### src/rtl/prescaled_countdown_timer_bank_unit_defines.svh
// assertion macros shared by the timer bank rtl
`ifndef PRESCALED_COUNTDOWN_TIMER_BANK_UNIT_DEFINES_SVH
`define PRESCALED_COUNTDOWN_TIMER_BANK_UNIT_DEFINES_SVH

// same-cycle implication, checked on every rising clock edge outside reset
`define PCTB_ASSERT_NOW(lbl, clk, rst, ante, cons, msg) \
   lbl: assert property (@(posedge clk) disable iff (rst) (ante) |-> (cons)) \
      else $error(msg);

// next-cycle implication
`define PCTB_ASSERT_NEXT(lbl, clk, rst, ante, cons, msg) \
   lbl: assert property (@(posedge clk) disable iff (rst) (ante) |=> (cons)) \
      else $error(msg);

`endif

### src/rtl/pctb_pkg.sv
`default_nettype none

package pctb_pkg;

   // number of countdown slots in the bank
   localparam int SLOTS = 8;

   // slot address and sweep counter widths
   localparam int SLOT_AW = (SLOTS > 1) ? $clog2(SLOTS) : 1;
   localparam int CNT_W   = $clog2(SLOTS + 1);

   localparam int CNTR_W  = 17;
   localparam int IVL_W   = 16;

   localparam logic [IVL_W-1:0] INTERVAL_RESET = 16'd10;

   // csr address: one 32 bit register, byte addressed
   localparam int CSR_AW = 3;
   localparam logic [CSR_AW-3:0] REG_TICK_INTERVAL = '0;

   typedef enum logic [1:0] {
      OP_TICK  = 2'd0,
      OP_START = 2'd1,
      OP_STOP  = 2'd2,
      OP_QUERY = 2'd3
   } opcode_type;

   typedef struct packed {
      logic expired;
      logic active;
      logic slot_invalid;
      logic step_done;
   } result_type;

endpackage

`default_nettype wire

### src/rtl/pctb_ram.sv
`default_nettype none

module pctb_ram #(
   parameter int WIDTH = 17,
   parameter int DEPTH = 8
) (
   input  wire logic                                   clock,
   input  wire logic                                   wr_en,
   input  wire logic [(DEPTH > 1 ? $clog2(DEPTH) : 1)-1:0] wr_addr,
   input  wire logic [WIDTH-1:0]                       wr_data,
   input  wire logic                                   rd_en,
   input  wire logic [(DEPTH > 1 ? $clog2(DEPTH) : 1)-1:0] rd_addr,
   output      logic [WIDTH-1:0]                       rd_data
);

   logic [WIDTH-1:0] mem_ff [DEPTH];

   always_ff @(posedge clock) begin
      if (wr_en) begin
         mem_ff[wr_addr] <= wr_data;
      end
      if (rd_en) begin
         rd_data <= mem_ff[rd_addr];
      end
   end

endmodule

`default_nettype wire

### src/rtl/prescaled_countdown_timer_bank_unit.sv
// Bank of SLOTS countdown timers behind a millisecond prescaler. A tick request
// bumps the prescale accumulator; when it reaches tick_interval it wraps to zero
// and every slot above 1 counts down by one (step_done is set in the response).
// Start loads ticks+1 (1 when ticks is 0), stop clears the slot, query reports
// expired (counter is 1) and active (counter non-zero). A start, stop or query
// with a slot index at or above SLOTS changes nothing and answers with
// slot_invalid. Each request gives exactly one response transfer. Counters live in
// a single-port-read RAM; a query does one RAM read, and a tick that wraps sweeps
// the bank, reading one slot per cycle through the RAM's read port and writing it
// back in the next cycle. A new request is taken as soon as the sequencer is idle,
// even while the last response still waits for rsp_ready. After reset every slot
// reads as zero at once (per-slot valid flags), so there is no clearing pass.
// tick_interval sits at csr byte address 0; a written zero is stored as one.
`default_nettype none

`include "prescaled_countdown_timer_bank_unit_defines.svh"

module prescaled_countdown_timer_bank_unit
   import pctb_pkg::*;
(
   input  wire logic              clock,
   input  wire logic              reset,

   // request channel
   input  wire logic              req_valid,
   output      logic              req_ready,
   input  wire logic [1:0]        req_opcode,
   input  wire logic [7:0]        req_slot,
   input  wire logic [15:0]       req_ticks,

   // response channel
   output      logic              rsp_valid,
   input  wire logic              rsp_ready,
   output      logic              rsp_expired,
   output      logic              rsp_active,
   output      logic              rsp_slot_invalid,
   output      logic              rsp_step_done,

   // apb-style csr port
   input  wire logic              psel,
   input  wire logic              penable,
   input  wire logic              pwrite,
   input  wire logic [CSR_AW-1:0] paddr,
   input  wire logic [31:0]       pwdata,
   output      logic [31:0]       prdata,
   output      logic              pready
);

   typedef enum logic [1:0] {
      ST_IDLE,
      ST_QUERY,
      ST_SWEEP,
      ST_HOLD
   } state_type;

   // sequencer and result staging
   state_type          state_ff, state_in;
   logic               rsp_valid_ff, rsp_valid_in;
   result_type         rsp_res_ff, rsp_res_in;
   result_type         pend_ff, pend_in;

   // prescaler and csr
   logic [IVL_W-1:0]   accum_ff, accum_in;
   logic [IVL_W-1:0]   interval_ff, interval_in;

   // sweep bookkeeping
   logic [CNT_W-1:0]   sw_idx_ff, sw_idx_in;
   logic               rd_pend_ff, rd_pend_in;
   logic [SLOT_AW-1:0] wb_addr_ff, wb_addr_in;

   // per-slot written flags, cleared by reset
   logic [SLOTS-1:0]   vld_ff, vld_in;
   logic               rd_vld_ff, rd_vld_in;

   // ram port
   logic               mem_wr_en;
   logic [SLOT_AW-1:0] mem_wr_addr;
   logic [CNTR_W-1:0]  mem_wr_data;
   logic               mem_rd_en;
   logic [SLOT_AW-1:0] mem_rd_addr;
   logic [CNTR_W-1:0]  mem_rd_data;

   // combinational helpers
   logic               rsp_free;
   logic               fin_en;
   result_type         fin_res;
   logic [IVL_W:0]     accum_inc;
   logic               slot_bad;
   logic [CNTR_W-1:0]  rd_val;
   logic               csr_wr;
   logic               csr_hit;
   logic [IVL_W-1:0]   csr_ivl;

   pctb_ram #(
      .WIDTH (CNTR_W),
      .DEPTH (SLOTS)
   ) u_cntr_ram (
      .clock   (clock),
      .wr_en   (mem_wr_en),
      .wr_addr (mem_wr_addr),
      .wr_data (mem_wr_data),
      .rd_en   (mem_rd_en),
      .rd_addr (mem_rd_addr),
      .rd_data (mem_rd_data)
   );

   assign req_ready        = (state_ff == ST_IDLE);
   assign rsp_valid        = rsp_valid_ff;
   assign rsp_expired      = rsp_res_ff.expired;
   assign rsp_active       = rsp_res_ff.active;
   assign rsp_slot_invalid = rsp_res_ff.slot_invalid;
   assign rsp_step_done    = rsp_res_ff.step_done;

   // csr access, always ready, combinational read data
   assign pready  = 1'b1;
   assign csr_hit = (paddr[CSR_AW-1:2] == REG_TICK_INTERVAL);
   assign csr_wr  = psel && penable && pwrite && csr_hit;
   assign csr_ivl = (pwdata[IVL_W-1:0] == '0) ? IVL_W'(1) : pwdata[IVL_W-1:0];
   assign prdata  = csr_hit ? {{(32-IVL_W){1'b0}}, interval_ff} : '0;

   // shared derived values
   assign rsp_free  = !rsp_valid_ff || rsp_ready;
   assign accum_inc = {1'b0, accum_ff} + (IVL_W+1)'(1);
   assign slot_bad  = ({1'b0, req_slot} >= 9'(SLOTS));
   // a slot never written reads as zero
   assign rd_val    = rd_vld_ff ? mem_rd_data : '0;

   always_comb begin
      state_in     = state_ff;
      rsp_valid_in = rsp_valid_ff;
      rsp_res_in   = rsp_res_ff;
      pend_in      = pend_ff;
      accum_in     = accum_ff;
      interval_in  = interval_ff;
      sw_idx_in    = sw_idx_ff;
      rd_pend_in   = rd_pend_ff;
      wb_addr_in   = wb_addr_ff;
      vld_in       = vld_ff;
      rd_vld_in    = rd_vld_ff;
      mem_wr_en    = 1'b0;
      mem_wr_addr  = req_slot[SLOT_AW-1:0];
      mem_wr_data  = '0;
      mem_rd_en    = 1'b0;
      mem_rd_addr  = req_slot[SLOT_AW-1:0];
      fin_en       = 1'b0;
      fin_res      = '0;

      if (csr_wr) begin
         interval_in = csr_ivl;
      end

      // response taken
      if (rsp_valid_ff && rsp_ready) begin
         rsp_valid_in = 1'b0;
      end

      unique case (state_ff)
         ST_IDLE: begin
            if (req_valid) begin
               priority if (opcode_type'(req_opcode) == OP_TICK) begin
                  if (accum_inc >= {1'b0, interval_ff}) begin
                     // prescaler wraps: count every slot down
                     accum_in   = '0;
                     sw_idx_in  = '0;
                     rd_pend_in = 1'b0;
                     state_in   = ST_SWEEP;
                  end else begin
                     accum_in = accum_inc[IVL_W-1:0];
                     fin_en   = 1'b1;
                  end
               end else if (slot_bad) begin
                  fin_en               = 1'b1;
                  fin_res.slot_invalid = 1'b1;
               end else begin
                  unique case (opcode_type'(req_opcode))
                     OP_START: begin
                        mem_wr_en   = 1'b1;
                        mem_wr_data = (req_ticks == '0) ? CNTR_W'(1)
                                                        : {1'b0, req_ticks} + CNTR_W'(1);
                        fin_en      = 1'b1;
                     end
                     OP_STOP: begin
                        mem_wr_en   = 1'b1;
                        mem_wr_data = '0;
                        fin_en      = 1'b1;
                     end
                     OP_QUERY: begin
                        mem_rd_en = 1'b1;
                        state_in  = ST_QUERY;
                     end
                     OP_TICK: begin
                        // handled above
                     end
                  endcase
               end
            end
         end

         ST_QUERY: begin
            fin_en          = 1'b1;
            fin_res.expired = (rd_val == CNTR_W'(1));
            fin_res.active  = (rd_val != '0);
         end

         ST_SWEEP: begin
            // read slot i while writing back slot i-1
            if (sw_idx_ff != CNT_W'(SLOTS)) begin
               mem_rd_en   = 1'b1;
               mem_rd_addr = sw_idx_ff[SLOT_AW-1:0];
               sw_idx_in   = sw_idx_ff + CNT_W'(1);
               rd_pend_in  = 1'b1;
            end else begin
               rd_pend_in = 1'b0;
            end
            wb_addr_in = sw_idx_ff[SLOT_AW-1:0];
            if (rd_pend_ff) begin
               mem_wr_en   = 1'b1;
               mem_wr_addr = wb_addr_ff;
               mem_wr_data = (rd_val > CNTR_W'(1)) ? rd_val - CNTR_W'(1) : rd_val;
            end
            if (sw_idx_ff == CNT_W'(SLOTS)) begin
               fin_en            = 1'b1;
               fin_res.step_done = 1'b1;
            end
         end

         ST_HOLD: begin
            if (rsp_free) begin
               rsp_res_in   = pend_ff;
               rsp_valid_in = 1'b1;
               state_in     = ST_IDLE;
            end
         end
      endcase

      // finished item goes to the output register or waits in the holding stage
      if (fin_en) begin
         if (rsp_free) begin
            rsp_res_in   = fin_res;
            rsp_valid_in = 1'b1;
            state_in     = ST_IDLE;
         end else begin
            pend_in  = fin_res;
            state_in = ST_HOLD;
         end
      end

      if (mem_wr_en) begin
         vld_in[mem_wr_addr] = 1'b1;
      end
      if (mem_rd_en) begin
         rd_vld_in = vld_ff[mem_rd_addr];
      end
   end

   always_ff @(posedge clock) begin
      if (reset) begin
         state_ff     <= ST_IDLE;
         rsp_valid_ff <= 1'b0;
         accum_ff     <= '0;
         interval_ff  <= INTERVAL_RESET;
         sw_idx_ff    <= '0;
         rd_pend_ff   <= 1'b0;
         vld_ff       <= '0;
         rd_vld_ff    <= 1'b0;
      end else begin
         state_ff     <= state_in;
         rsp_valid_ff <= rsp_valid_in;
         accum_ff     <= accum_in;
         interval_ff  <= interval_in;
         sw_idx_ff    <= sw_idx_in;
         rd_pend_ff   <= rd_pend_in;
         vld_ff       <= vld_in;
         rd_vld_ff    <= rd_vld_in;
      end
      rsp_res_ff <= rsp_res_in;
      pend_ff    <= pend_in;
      wb_addr_ff <= wb_addr_in;
   end

   // sweep write-back never targets the slot being read
   `PCTB_ASSERT_NOW(a_no_rw_clash, clock, reset, mem_wr_en && mem_rd_en,
      mem_wr_addr != mem_rd_addr, "ram read and write hit the same slot")

   // sweep counter stays within the bank
   `PCTB_ASSERT_NOW(a_sweep_range, clock, reset, state_ff == ST_SWEEP,
      sw_idx_ff <= CNT_W'(SLOTS), "sweep index ran past the last slot")

   // an accepted request is either still in work or already shown
   `PCTB_ASSERT_NEXT(a_accept_progress, clock, reset, req_valid && req_ready,
      state_ff != ST_IDLE || rsp_valid_ff, "accepted request left no trace")

   // holding stage is only used while the output register is occupied
   `PCTB_ASSERT_NOW(a_hold_needs_full, clock, reset, state_ff == ST_HOLD,
      rsp_valid_ff, "result held although output register is empty")

endmodule

`default_nettype wire
### config.mk
export PLATFORM = sky130hd
export DESIGN_NAME = prescaled_countdown_timer_bank_unit
export DESIGN_NICKNAME = d
export VERILOG_FILES = /design/src/rtl/pctb_pkg.sv /design/src/rtl/pctb_ram.sv /design/src/rtl/prescaled_countdown_timer_bank_unit.sv
export VERILOG_INCLUDE_DIRS = /design/src /design/src/rtl
export SDC_FILE = /design/constraint.sdc
export NUM_CORES = 1
export LEC_CHECK = 0
export BUFFER_PORTS_ARGS = -buffer_cell sky130_fd_sc_hd__clkbuf_2
export CORE_MARGIN = 1.5
export CORE_UTILIZATION = 56
export CTS_CLUSTER_DIAMETER = 200
export DETAILED_ROUTE_END_ITERATION = 10
export PLACE_DENSITY = 0.79
export SLEW_MARGIN = 20
export SYNTH_ARGS = -nofsm -noshare
export SYNTH_HDL_FRONTEND = slang
export SYNTH_HIERARCHICAL = 1
export SYNTH_SLANG_ARGS = --single-unit
### constraint.sdc
create_clock -name clock -period 7.1 [get_ports clock]
set_clock_uncertainty 0.1 [all_clocks]
set_input_delay 1.065 -clock clock [delete_from_list [all_inputs] [get_ports clock]]
set_output_delay 1.065 -clock clock [all_outputs]
set_load 0.02 [all_outputs]
---- Yosys cells after proc, flatten, opt, wreduce, memory -nomap -nowiden ----
Memories as Yosys holds them, arrays and structs flattened. A register that Yosys moved wholly into a read port is not among the register bits.
Index checks and enable logic that the tools add are counted.
operators by class
  add/subtract/negate cells ............... 4
  $lt $le $gt $ge ......................... 6
  equal/unequal tests ..................... 18
  multiplexer cells ....................... 73
  bitwise gates (word level) .............. 3
  reduce and logical (&&, ||, !) cells .... 20
operator list
  kind                   count
  $mux 17                8
  $mux 16                3
  $add 16x1->17 const B  2
  $pmux 17 s2            1
  $logic_not 16->1       2
  $mux 1                 32
  $mux 4                 8
  $mux 2                 9
  $eq 17x1->1 const B    1
  $ge 17x16->1           1
  $gt 17x1->1 const B    1
  $reduce_bool 17->1     1
  $sub 17x1->17 const B  1
  $mux 3                 4
  $eq 2x2->1 const B     4
  $ge 8x4->1 const B     1
  $lt 3x4->1 const B     2
  $ne 4x3->1 const B     2
  $or 8x8->8             1
  $pmux 4 s2             1
  $pmux 1 s2             3
  $reduce_and 6->1       1
  $logic_and 1x1->1      5
  $reduce_and 5->1       1
  24 further kinds       29
word-level totals
  bits in registers ....................... 60
  memory bits (writable) .................. 136
  input port bits ......................... 68
  memories ................................ 1
memories
  memory             words  width  rd ports  clocked after Yosys merged registers in  write ports  line            RTL
  u_cntr_ram.mem_ff  8      17     1         1                                        1            pctb_ram.sv:16  logic [WIDTH-1:0] mem_ff [DEPTH];

---- Longest topological paths before layout ----
Gate-level depths: netlist (run 1).
  depth in word-level cells ............... 9
  mapped depth ............................ 14
  mapped depth without buffers ............ 12

---- Modules after synthesis ----
The synthesis (run 1) kept the hierarchy.
modules (own cells, without submodules)
  module                               times used  cells each  area each (sq um)  seq. area each (sq um)
  pctb_ram                             1           227         5770.5             4594.4
  prescaled_countdown_timer_bank_unit  1           624         4628.2             1271.2

---- Least setup slack after synthesis (run 1) ----
Ideal clock, no wire load.
  path kind ............................... input to register
  from .................................... in req_opcode[0]
  to ...................................... mem u_cntr_ram.mem_ff[0][0] (enable)
  arrival ................................. 3.709 ns
  data required time ...................... 6.587 ns
  path slack .............................. 2.879 ns
  stages .................................. 8
  buffers on the path ..................... 0
  cell sequence ........................... inv_1 ha_1 or4b_2 nor3_2 a21oi_1 inv_1 nand2b_1 nor3_1
on the way
  longest elaborated chain between the ends .. 9
  elaborated cells between the ends (all ways) .. 11
  classes of those cells .................. eq/ne (2); mux (7); reduce/logical (2)
RTL lines
  element                                          line                                        RTL
  from (decl)                                      prescaled_countdown_timer_bank_unit.sv:27   input wire logic [1:0] req_opcode,
  $eq 2x1->1 / $eq 2x2->1 (equally long branches)  prescaled_countdown_timer_bank_unit.sv:175  unique case (opcode_type'(req_opcode))
  $reduce_or 2->1 (no source line)                 -
  $mux 1                                           prescaled_countdown_timer_bank_unit.sv:175
  $mux 1                                           prescaled_countdown_timer_bank_unit.sv:171  end else if (slot_bad) begin
  $mux 1 *                                         prescaled_countdown_timer_bank_unit.sv:160  priority if (opcode_type'(req_opcode) == OP_TICK) begin
  $mux 1 *                                         prescaled_countdown_timer_bank_unit.sv:159  if (req_valid) begin
  $pmux 1 s2 *                                     prescaled_countdown_timer_bank_unit.sv:157  unique case (state_ff)
  net mem_wr_en                                    prescaled_countdown_timer_bank_unit.sv:76   logic mem_wr_en;
  $mux 1 *                                         pctb_ram.sv:19                              if (wr_en) begin
  $mux 1 (implied by the code) *                   pctb_ram.sv:20                              mem_ff[wr_addr] <= wr_data;
  to (decl)                                        pctb_ram.sv:16
Mark *: on every way through the listed nets, which the timed path passes. The rest lies on a longest branch.

---- Worst setup path after layout (run 1) ----
  from .................................... reg accum_ff[0]
  to ...................................... reg accum_ff[9]
on the way
  longest elaborated chain between the ends .. 3
RTL lines
  element                 line                                        RTL
  from (decl)             prescaled_countdown_timer_bank_unit.sv:63   logic [IVL_W-1:0] accum_ff, accum_in;
  from (signal assigned)  prescaled_countdown_timer_bank_unit.sv:269  accum_ff <= accum_in;
  $add 16x1->17 *         prescaled_countdown_timer_bank_unit.sv:123  assign accum_inc = {1'b0, accum_ff} + (IVL_W+1)'(1);
  $ge 17x16->1            prescaled_countdown_timer_bank_unit.sv:161  if (accum_inc >= {1'b0, interval_ff}) begin
  $mux 16 *               prescaled_countdown_timer_bank_unit.sv:161
Every way passes the cells marked *; elsewhere a longest branch is shown, timed or not.
A chain may end at the register's enable or synchronous reset.

==> results of run 1 <==
==> per-stage QoR <==
stage / setup WS [ns] / std cells / cell area (sq um)
2_1_floorplan: 2.88 / 866 / 10500
3_3_place_gp: 2.80 / 1125 / 10900
3_5_place_dp: 2.75 / 1125 / 10900
4_1_cts: 2.94 / 1165 / 11700
5_1_grt: 2.57 / 1165 / 11700
6_report: 2.91 / 1165 / 11700
==> how the worst min path moves through the flow <==
stage,startpoint,endpoint
2_1_floorplan,vld_ff[0],vld_ff[0]
3_3_place_gp,vld_ff[7],vld_ff[7]
3_5_place_dp,interval_ff[2],interval_ff[2]
4_1_cts,interval_ff[9],interval_ff[9]
5_1_grt,interval_ff[8],interval_ff[8]
6_report,interval_ff[9],interval_ff[9]
==> placed cells by master (no fill, tap or decap), types with 6 or more instances in the layout <==
| cell | n |
|---|---|
| nand2b_1 | 7 |
| a31oi_1 | 12 |
| and3_1 | 12 |
| nor4_1 | 8 |
| mux4_2 | 10 |
| o22ai_1 | 9 |
| o211ai_1 | 6 |
| nor2_1 | 64 |
| conb_1 | 17 |
| and2_1 | 8 |
| nand4_1 | 7 |
| xor2_1 | 10 |
| inv_1 | 36 |
| mux4_1 | 24 |
| or3_1 | 6 |
| clkbuf_2 | 71 |
| nor3_1 | 12 |
| dfxtp_1 | 53 |
| o31ai_1 | 10 |
| nand2_1 | 84 |
| ha_1 | 26 |
| mux2i_1 | 7 |
| o21ai_0 | 11 |
| xnor2_1 | 23 |
| clkbuf_16 | 23 |
| a21oi_1 | 46 |
| nand3_1 | 40 |
| buf_4 | 13 |
| edfxtp_1 | 160 |
| mux2_2 | 19 |
==> worst max-delay path, stage by stage, from the launching register on <==
cell and delay, ns:
dfxtp_1 0.44, ha_1 0.30, and4_1 0.33, and3_1 0.26, nand4_1 0.19, xnor2_1 0.18
ha_1 0.29, a21o_1 0.18, a21oi_1 0.13, o21ai_0 0.17, nor4_2 0.69, buf_4 0.33
nand2_1 0.24, o31ai_1 0.25
==> power groups by stage <==
stage | combinational, mW | clock, mW | sequential, mW
final | 0.383 | 1.17 | 1.42
after global routing | 0.415 | 1.25 | 1.43
after global placement | 0.368 | 0 | 1.45
after floorplan | 0.285 | 0 | 1.44
after CTS | 0.381 | 1.19 | 1.42
after detailed placement | 0.377 | 0 | 1.45
==> per-layer routing <==
layer	global-route usage [%]	routed length, microns	share of wire, %
met2	38.5	10800	47
met3	2.99	1620	7.1
met5	0	0	0
met1	34.2	10000	44
met4	7.84	553	2.4
==> cell families after synthesis <==
kind of cell | Yosys count
xor+xnor | 33
flops | 213
buf+inv | 92
compound gates | 142
mux | 60
simple gates | 283
other cells | 2
fa+ha+maj | 26
==> flip-flops by register name, indices dropped and copies added, names as in the netlist <==
name	cells
rsp_slot_invalid	1
rsp_step_done	1
u_cntr_ram/rd_data	17
wb_addr_ff	3
interval_ff	16
accum_ff	16
rd_vld_ff	1
sw_idx_ff	4
u_cntr_ram/mem_ff	136
state_ff	2
pend_ff	4
rd_pend_ff	1
vld_ff	8
rsp_valid	1
rsp_active	1
rsp_expired	1
==> Yosys cell counts (6+ instances only) <==
master	number	area share, %
o22ai_1	9	0.54
edfxtp_1	160	46
or3_1	6	0.36
o211ai_1	6	0.43
and3_1	12	0.72
nand2b_1	7	0.42
and2_1	8	0.48
xnor2_1	23	1.9
nand4_1	7	0.42
nand2_1	85	3.1
mux2i_1	7	0.67
ha_1	26	3.1
mux4_1	24	6.1
nand3_1	40	1.9
nor3_1	14	0.67
buf_4	17	1.2
clkbuf_1	25	0.90
a31oi_1	12	0.72
xor2_1	10	0.84
mux2_2	19	2.1
dfxtp_1	53	10
o31ai_1	10	0.72
nor2_1	64	2.3
inv_1	37	1.3
o21ai_0	12	0.58
mux4_2	10	2.2
a21oi_1	46	2.2
nor4_1	9	0.54
==> layout make-up <==
class / count / area, sq um / area share [%]
clock buffers: 26 / 587 / 5.03
well taps: 229 / 287 / 2.46
clock inverters: 14 / 159 / 1.36
repair buffers: 84 / 453 / 3.88
multi-input cells: 561 / 4170 / 35.7
flip-flops and latches: 213 / 5870 / 50.3
inverters: 38 / 143 / 1.22
==> flow_summary.json, run 1 <==
{
  "status": "finished, violations left",
  "violations": "design-rule violations",
  "ys_seq_elements": 213,
  "yosysSeqAreaShare_pct": 56.4,
  "seqPwrFrac_pct": 47.8,
  "drt-initial-drc-count": 783,
  "power_leakage_nw": 3.97,
  "whs_path_depth": 2,
  "dieArea_sq_um": 19400,
  "p_switching_mw": 0.751,
  "endpoint": "accum_ff[9]",
  "r2r_cells": 13,
  "rows": 49,
  "maxCapViolCount": 0,
  "grt_overflow": 0,
  "clk_pin_slew_ns": 0.07,
  "totalWireLength_mm": 22.9,
  "clock_sinks": 213,
  "dpl.hpwl_mm": 15.1,
  "synth_area_sq_um": 10400,
  "power.total_mw": 2.98,
  "synth_cells": 851,
  "grt_pass1_wl_mm": 36.5,
  "cp-start-kind": "register",
  "fmax_mhz": 239,
  "synth_top_family_by_area": "simple AND/OR/NAND/NOR gates",
  "max_slew_margin_pct": 29.8,
  "drive_gt1_share_pct": 17.4,
  "clock_latency_ns": 0.50,
  "holdCritPathClass": "reg2reg",
  "synth_fa_ha_area_share_pct": 3.13,
  "cts_setup_buffers": 0,
  "avgSynthCellArea_sq_um": 12.2,
  "final_util_pct": 64.5,
  "wl_per_cell_microns": 19.7,
  "start_util_pct": 57.5,
  "worstMarginPinSlew_ns": 1.05,
  "drtPass1Iterations": 9,
  "io_buffers": 71,
  "synth_xor_area_share_pct": 2.78,
  "yosys_warnings": 6,
  "layout.nets": 1014,
  "fin_setup_tns_ns": 0,
  "hold_buffers": 0,
  "vias": 7132,
  "r2r_end": "accum_ff[9]",
  "fillerInstances": 1316,
  "clkPwrFrac_pct": 39.4,
  "crit_type": "reg2reg",
  "syn2layout_area_growth_pct": 12.1,
  "synth_mux_area_share_pct": 11.0,
  "cp.arrival_ns": 4.49,
  "finalHoldViolCount": 0,
  "cts_root_buf": "clkbuf_16",
  "path_max_fanout": 12,
  "drc": 9,
  "p_comb_share_pct": 12.8,
  "slew_violations": 0,
  "rsz0062_at_grt": "false",
  "finalCriticalPeriod_ns": 4.19,
  "grt_max_degree": 41,
  "antenna-diode-count": 0,
  "critPathRequiredTime_ns": 7.41,
  "reg2reg_from": "accum_ff[0]",
  "reg2reg_slack_ns": 2.91,
  "power_density_nw_per_um2": 256,
  "cts_made_buffers": 22,
  "synth-compound-area-share_pct": 9.05,
  "cts_tree": "yes",
  "synthSimpleGateAreaFrac_pct": 13.3,
  "grt.total_usage_pct": 24.0,
  "fp.dieH_microns": 139,
  "post-route-period-util_pct": 58.9,
  "clockBufferDepth": 3,
  "htreeDepth": 1,
  "ant_nets": 0,
  "antenna_found_initial": 0,
  "holdWs_ns": 0.355,
  "ys.flop_type": "edfxtp_1",
  "grt_pass1_vias": 6842,
  "ir_drop_mv": 0.180,
  "die_w_microns": 139,
  "core_area_sq_um": 18100,
  "netSwitchingFraction_pct": 25.2,
  "io-pin-count": 107,
  "synth_edf_count": 160,
  "intPower_mw": 2.23,
  "synthArstFlopShare_pct": 0,
  "globalplace.congestion": 0.927,
  "setup_viol": 0,
  "ys_types": 76,
  "ctsResizeCount": 0,
  "viasPerCell": 6.12,
  "endpoint_kind": "register",
  "crit_start": "accum_ff[0]"
}
Note: power is estimated with default switching activity, not from simulation.
==> run 2: changes to the inputs <==
--- a/config.mk
+++ b/config.mk
@@ -6,6 +6,7 @@
 export SDC_FILE = /design/constraint.sdc
 export NUM_CORES = 1
 export LEC_CHECK = 0
+export ABC_AREA = 1
 export BUFFER_PORTS_ARGS = -buffer_cell sky130_fd_sc_hd__clkbuf_2
 export CORE_MARGIN = 1.5
 export CORE_UTILIZATION = 56
==> constraint.sdc (replaced) <==
create_clock -name clock -period 4.3 [get_ports clock]
set_clock_uncertainty 0.1 [all_clocks]
set_input_delay 0.645 -clock clock [delete_from_list [all_inputs] [get_ports clock]]
set_output_delay 0.645 -clock clock [all_outputs]
set_load 0.02 [all_outputs]
==> flow_summary.json, run 2 <==
{
  "status": "finished, final reports clean",
  "yosys-top-cells-count": "380 x nand2_1, 216 x inv_1, 160 x edfxtp_1, 96 x nand3_1, 86 x nor2_1",
  "final_util_pct": 64.2,
  "holdCritPathClass": "in2reg",
  "ys_seq_elements": 213,
  "rows": 51,
  "synth.largest_area_cell": "edfxtp_1",
  "dpl_worst_slack_ns": 0.708,
  "cp.arrival_ns": 3.78,
  "totalWireLength_mm": 26.5,
  "clk_pin_slew_ns": 0.06,
  "grt_use_met1_pct": 33.7,
  "ir_drop_mv": 0.254,
  "cts_root_buf": "clkbuf_16",
  "core_area_sq_um": 19500,
  "start_util_pct": 57.5,
  "synth_area_sq_um": 11200,
  "wl_per_cell_microns": 15.8,
  "rsz0062_at_grt": "false",
  "clock_sinks": 213,
  "fin_area_sq_um": 12500,
  "layout_commonest_cell": "nand2_1",
  "hold_buffers": 0,
  "fp.dieH_microns": 145,
  "dp_cells": 1631,
  "ys.flop_type": "edfxtp_1",
  "power_density_nw_per_um2": 514,
  "slew_violations": 0,
  "crit_type": "reg2reg",
  "worstMarginPinSlew_ns": 0.923,
  "dpl.hpwl_mm": 16.9,
  "synth_fa_ha_area_share_pct": 2.90,
  "top_usage_layer": "met2",
  "viasPerCell": 5.28,
  "syn2layout_area_growth_pct": 11.8,
  "synth-compound-area-share_pct": 5.70,
  "antenna-diode-count": 0,
  "maxCapViolCount": 0,
  "dieArea_sq_um": 20900,
  "reg_top3": "u_cntr_ram/mem_ff x136, u_cntr_ram/rd_data x17",
  "grt_max_degree": 71,
  "finalCriticalPeriod_ns": 3.69,
  "cts_tree": "yes",
  "drc": 0,
  "cts_setup_buffers": 0,
  "grt_pass1_wl_mm": 40.8,
  "grt_use_met2_pct": 42.2,
  "drtPass1Iterations": 5,
  "place_area_sq_um": 11700,
  "grt.total_usage_pct": 25.3,
  "cts_made_buffers": 23,
  "fin_setup_tns_ns": 0,
  "synth_xor_area_share_pct": 2.26,
  "regMostFlops": "u_cntr_ram/mem_ff",
  "io-pin-count": 107,
  "synthTopCellsByArea": "edfxtp_1 43%, nand2_1 13%, dfxtp_1 9.5%, inv_1 7.2%, nand3_1 4.3%",
  "ys_types": 49,
  "met3_usage_pct": 3.11,
  "yosysSeqAreaShare_pct": 52.3,
  "avgSynthCellArea_sq_um": 8.47,
  "grt_pass1_vias": 8201,
  "yosys_warnings": 6,
  "synthSimpleGateAreaFrac_pct": 25.0,
  "synth_top_family_by_area": "simple AND/OR/NAND/NOR gates",
  "instances_no_fill": 1673,
  "synth_mux_area_share_pct": 0.446,
  "synth_top_area_share_pct": 42.8,
  "power_leakage_nw": 5.87,
  "grt_overflow": 0,
  "htreeDepth": 1,
  "clockBufferDepth": 3,
  "ctsResizeCount": 0,
  "ant_nets": 0,
  "antenna_found_initial": 0,
  "setup_viol": 0,
  "setup_ws_ns": 0.614,
  "critPathRequiredTime_ns": 4.40,
  "drive_gt1_share_pct": 13.6,
  "largest_register_ffs": 136,
  "synthArstFlopShare_pct": 0,
  "path_max_fanout": 6,
  "slowest_stage": "dfxtp_1",
  "cp-start-kind": "register",
  "layout.nets": 1486,
  "endpoint_kind": "register",
  "io_buffers": 71,
  "globalplace.congestion": 0.910,
  "die_w_microns": 145,
  "fmax_mhz": 271,
  "slowest_delay_ns": 0.39,
  "crit_chain": "ha_1 > nand2_1 > nor2_4 > nand2_2 > nor3_1 > nand3_1 > xor2_1 > ha_1 > a21o_1 > a21oi_1 > nand3_1 > nor2_1 > nand3_2 > nand3_2 > nand2_1 > inv_1",
  "synth_cells": 1325,
  "max_slew_margin_pct": 38.4,
  "drt-initial-drc-count": 664,
  "final_cell_mix": "380 x nand2_1, 216 x inv_1, 160 x edfxtp_1, 96 x nand3_1, 79 x nor2_1",
  "finalHoldViolCount": 0,
  "synth_edf_count": 160,
  "yosysMostFrequentCell": "nand2_1",
  "vias": 8841,
  "clock_latency_ns": 0.51,
  "post-route-period-util_pct": 85.7
}
-- run 2: metrics by stage --
stage | power [mW] | hold WS, ns
after detailed placement | 4.38 | 0.347
final | 6.45 | 0.276
after global routing | 6.79 | 0.299
after CTS | 6.45 | 0.270
after floorplan | 3.97 | 0.330
after global placement | 4.33 | 0.339
-- run 2: logic make-up (layout without fill, tap and decap cells) --
group | after synthesis | after routing
simple gates | 640 | 640
buf+inv | 300 | 368
flops | 213 | 213
compound gates | 110 | 110
xor+xnor | 29 | 29
fa+ha+maj | 26 | 26
mux | 5 | 5
other cells | 2 | 17
-- run 2: metal layers --
| layer | share of wire, % | routed length [microns] |
|---|---|---|
| met1 | 42 | 11100 |
| met2 | 48 | 12700 |
| met3 | 7.1 | 1890 |
| met4 | 2.9 | 777 |
| met5 | 0 | 0 |
-- run 2: report_power, final --
| part | switching [mW] | internal (mW) |
|---|---|---|
| combinational | 1.33 | 0.561 |
| clock | 0.782 | 1.28 |
| sequential | 0.105 | 2.39 |
| total | 2.22 | 4.23 |
-- run 2: worst paths after layout --
path	slack (ns)	endpoint	startpoint	depth (start not counted)
setup / recovery	0.61	pend_ff[3]	accum_ff[0]	16
hold / removal	0.28	interval_ff[3]	pwdata[3]	3
setup reg to reg	0.61	pend_ff[3]	accum_ff[0]	16
hold reg to reg	0.36	vld_ff[6]	vld_ff[6]	2
-- run 2: cell type report --
type / count / area, sq um
well taps: 265 / 332
inverters: 242 / 908
multi-input cells: 827 / 4160
flip-flops and latches: 213 / 5870
clock buffers: 29 / 671
repair buffers: 85 / 464
fillers: 1563 / 6990
clock inverters: 12 / 138
-- run 2: critical path: cells and delay by family, from the launching register on --
kind                     cells  cell delay, ns
buffers and inverters        1            0.17
AND/OR/NAND/NOR             10            1.69
AO/OA/AOI/OAI                2            0.31
flip-flops                   1            0.39
adder cells (fa/ha/maj)      2            0.49
XOR/XNOR                     1            0.22
==> run 3: changes to the inputs <==
--- a/config.mk
+++ b/config.mk
@@ -8,11 +8,13 @@
 export LEC_CHECK = 0
 export ABC_AREA = 1
 export BUFFER_PORTS_ARGS = -buffer_cell sky130_fd_sc_hd__clkbuf_2
+export CELL_PAD_IN_SITES_DETAIL_PLACEMENT = 1
+export CELL_PAD_IN_SITES_GLOBAL_PLACEMENT = 1
 export CORE_MARGIN = 1.5
-export CORE_UTILIZATION = 56
+export CORE_UTILIZATION = 45
 export CTS_CLUSTER_DIAMETER = 200
 export DETAILED_ROUTE_END_ITERATION = 10
-export PLACE_DENSITY = 0.79
+export PLACE_DENSITY = 0.83
 export SLEW_MARGIN = 20
 export SYNTH_ARGS = -nofsm -noshare
 export SYNTH_HDL_FRONTEND = slang
==> flow_summary.json, run 3 (synthesis gave the netlist of run 2 again) <==
{
  "io_buffers": 71,
  "crit_family": "simple AND/OR/NAND/NOR gates",
  "status": "finished, final reports clean",
  "worstMarginPinSlew_ns": 1.00,
  "fin_setup_tns_ns": 0,
  "crit_start": "accum_ff[0]",
  "reg2reg_slack_ns": 0.64,
  "vias": 9063,
  "grt_overflow": 0,
  "whs_endpoint": "interval_ff[1]",
  "ctsResizeCount": 0,
  "ir_drop_mv": 0.302,
  "reg_top3": "u_cntr_ram/mem_ff x136, u_cntr_ram/rd_data x17",
  "layout.nets": 1488,
  "hold_buffers": 0,
  "cts_tree": "yes",
  "finalHoldViolCount": 0,
  "viasPerCell": 5.23,
  "dpl.hpwl_mm": 21.9,
  "setup_viol": 0,
  "layout_commonest_cell": "nand2_1",
  "globalplace.congestion": 0.875,
  "drive_gt1_share_pct": 13.6,
  "maxCapViolCount": 0,
  "cts_setup_buffers": 0,
  "cp.arrival_ns": 3.77,
  "regMostFlops": "u_cntr_ram/mem_ff",
  "clock_sinks": 213,
  "cp.buffers_inverters": 1,
  "post-route-period-util_pct": 85.1,
  "clockBufferDepth": 3,
  "rsz0062_at_grt": "false",
  "antenna_found_initial": 0,
  "totalWireLength_mm": 32.1,
  "syn2layout_area_growth_pct": 12.4,
  "hp-start": "pwdata[1]",
  "wl_per_cell_microns": 18.5,
  "slowest_delay_ns": 0.39,
  "setup_ws_ns": 0.641,
  "final_cell_mix": "380 x nand2_1, 216 x inv_1, 160 x edfxtp_1, 96 x nand3_1, 78 x nor2_1",
  "slowest_stage": "dfxtp_1",
  "fin_area_sq_um": 12600,
  "wl_met3_mm": 1.52,
  "fmax_mhz": 273,
  "whs_path_depth": 3,
  "finalCriticalPeriod_ns": 3.66,
  "clk_pin_slew_ns": 0.06,
  "drt-initial-drc-count": 519,
  "fp.dieH_microns": 161,
  "grt_pass1_wl_mm": 49.9,
  "reg2reg_from": "accum_ff[0]",
  "critPathRequiredTime_ns": 4.41,
  "top_layer": "met4",
  "cts_made_buffers": 24,
  "rows": 57,
  "max_slew_margin_pct": 32.9,
  "drc": 0,
  "start_util_pct": 46.0,
  "place_area_sq_um": 11800,
  "largest_register_ffs": 136,
  "slew_violations": 0,
  "fillerInstances": 2919,
  "endpoint_kind": "register",
  "cpMostUsedCell": "nand2_1",
  "io-pin-count": 107,
  "htreeDepth": 1,
  "crit_chain": "ha_1 > nand2_1 > nor2_4 > nand2_2 > nor3_1 > nand3_1 > xor2_1 > ha_1 > nand2_1 > nor2_1 > nand2_1 > nand2_1 > nand2_1 > nand3_1 > nor2_1 > nand3_2 > nand3_2 > nand2_1 > inv_1",
  "dpl_worst_slack_ns": 0.617,
  "cp-start-kind": "register",
  "antenna-diode-count": 0,
  "drtPass1Iterations": 4,
  "r2r_cells": 19,
  "dr_wl_met2_mm": 16.3,
  "holdCritPathClass": "in2reg",
  "grt.total_usage_pct": 25.0,
  "crit_type": "reg2reg",
  "grt_pass1_vias": 9592,
  "power_leakage_nw": 5.86,
  "path_max_fanout": 6,
  "dieArea_sq_um": 25900,
  "die_w_microns": 161,
  "wl_met1_mm": 12.7,
  "clock_latency_ns": 0.53,
  "core_area_sq_um": 24400,
  "ant_nets": 0,
  "r2r_end": "pend_ff[0]",
  "power_density_nw_per_um2": 517,
  "cts_root_buf": "clkbuf_16",
  "grt_max_degree": 71
}
run 3: worst min-delay path, stage by stage:
cell	delay [ns]
clkbuf_2	0.10
nand2_1	0.05
o211ai_1	0.07
run 3: where the power goes:
| group | internal, mW | switching (mW) | total (mW) |
|---|---|---|---|
| logic | 0.570 | 1.42 | 1.99 |
| clock network | 1.22 | 0.814 | 2.03 |
| registers | 2.39 | 0.113 | 2.50 |
| total | 4.18 | 2.34 | 6.52 |
run 3: final cells by class:
| cell class | count | area [sq um] | area share, % |
|---|---|---|---|
| tap | 324 | 405 | 3.21 |
| multi-input combinational | 827 | 4170 | 33.0 |
| clock buffer | 33 | 677 | 5.37 |
| sequential | 213 | 5870 | 46.5 |
| timing repair buffer | 86 | 484 | 3.84 |
| inverter | 242 | 908 | 7.20 |
| clock inverter | 9 | 106 | 0.843 |
run 3: worst max path at each step:
stage	end	slack [ns]	cells after the start
after floorplan	pend_ff[0]	1.31	16
after global placement	pend_ff[3]	0.76	16
after detailed placement	pend_ff[3]	0.62	19
after CTS	pend_ff[0]	0.60	19
after global routing	pend_ff[0]	0.30	16
final	pend_ff[0]	0.64	19
run 3: routing by layer:
metal  vias to the layer above  GRT usage [%]
met3                        93           3.77
li1                       4342              -
met5                         -              0
met1                      4374           28.8
met2                       254           44.8
met4                         0           12.9
run 3: through the flow:
| step | util [%] | power (mW) | instances | hold slack, ns |
|---|---|---|---|---|
| after floorplan | - | 3.97 | 1340 | 0.330 |
| after global placement | 48.5 | 4.39 | 1691 | 0.337 |
| after detailed placement | 48.5 | 4.50 | 1691 | 0.342 |
| after CTS | 51.7 | 6.55 | 1733 | 0.279 |
| after global routing | 51.7 | 6.85 | 1734 | 0.297 |
| final | 51.7 | 6.52 | 1734 | 0.288 |
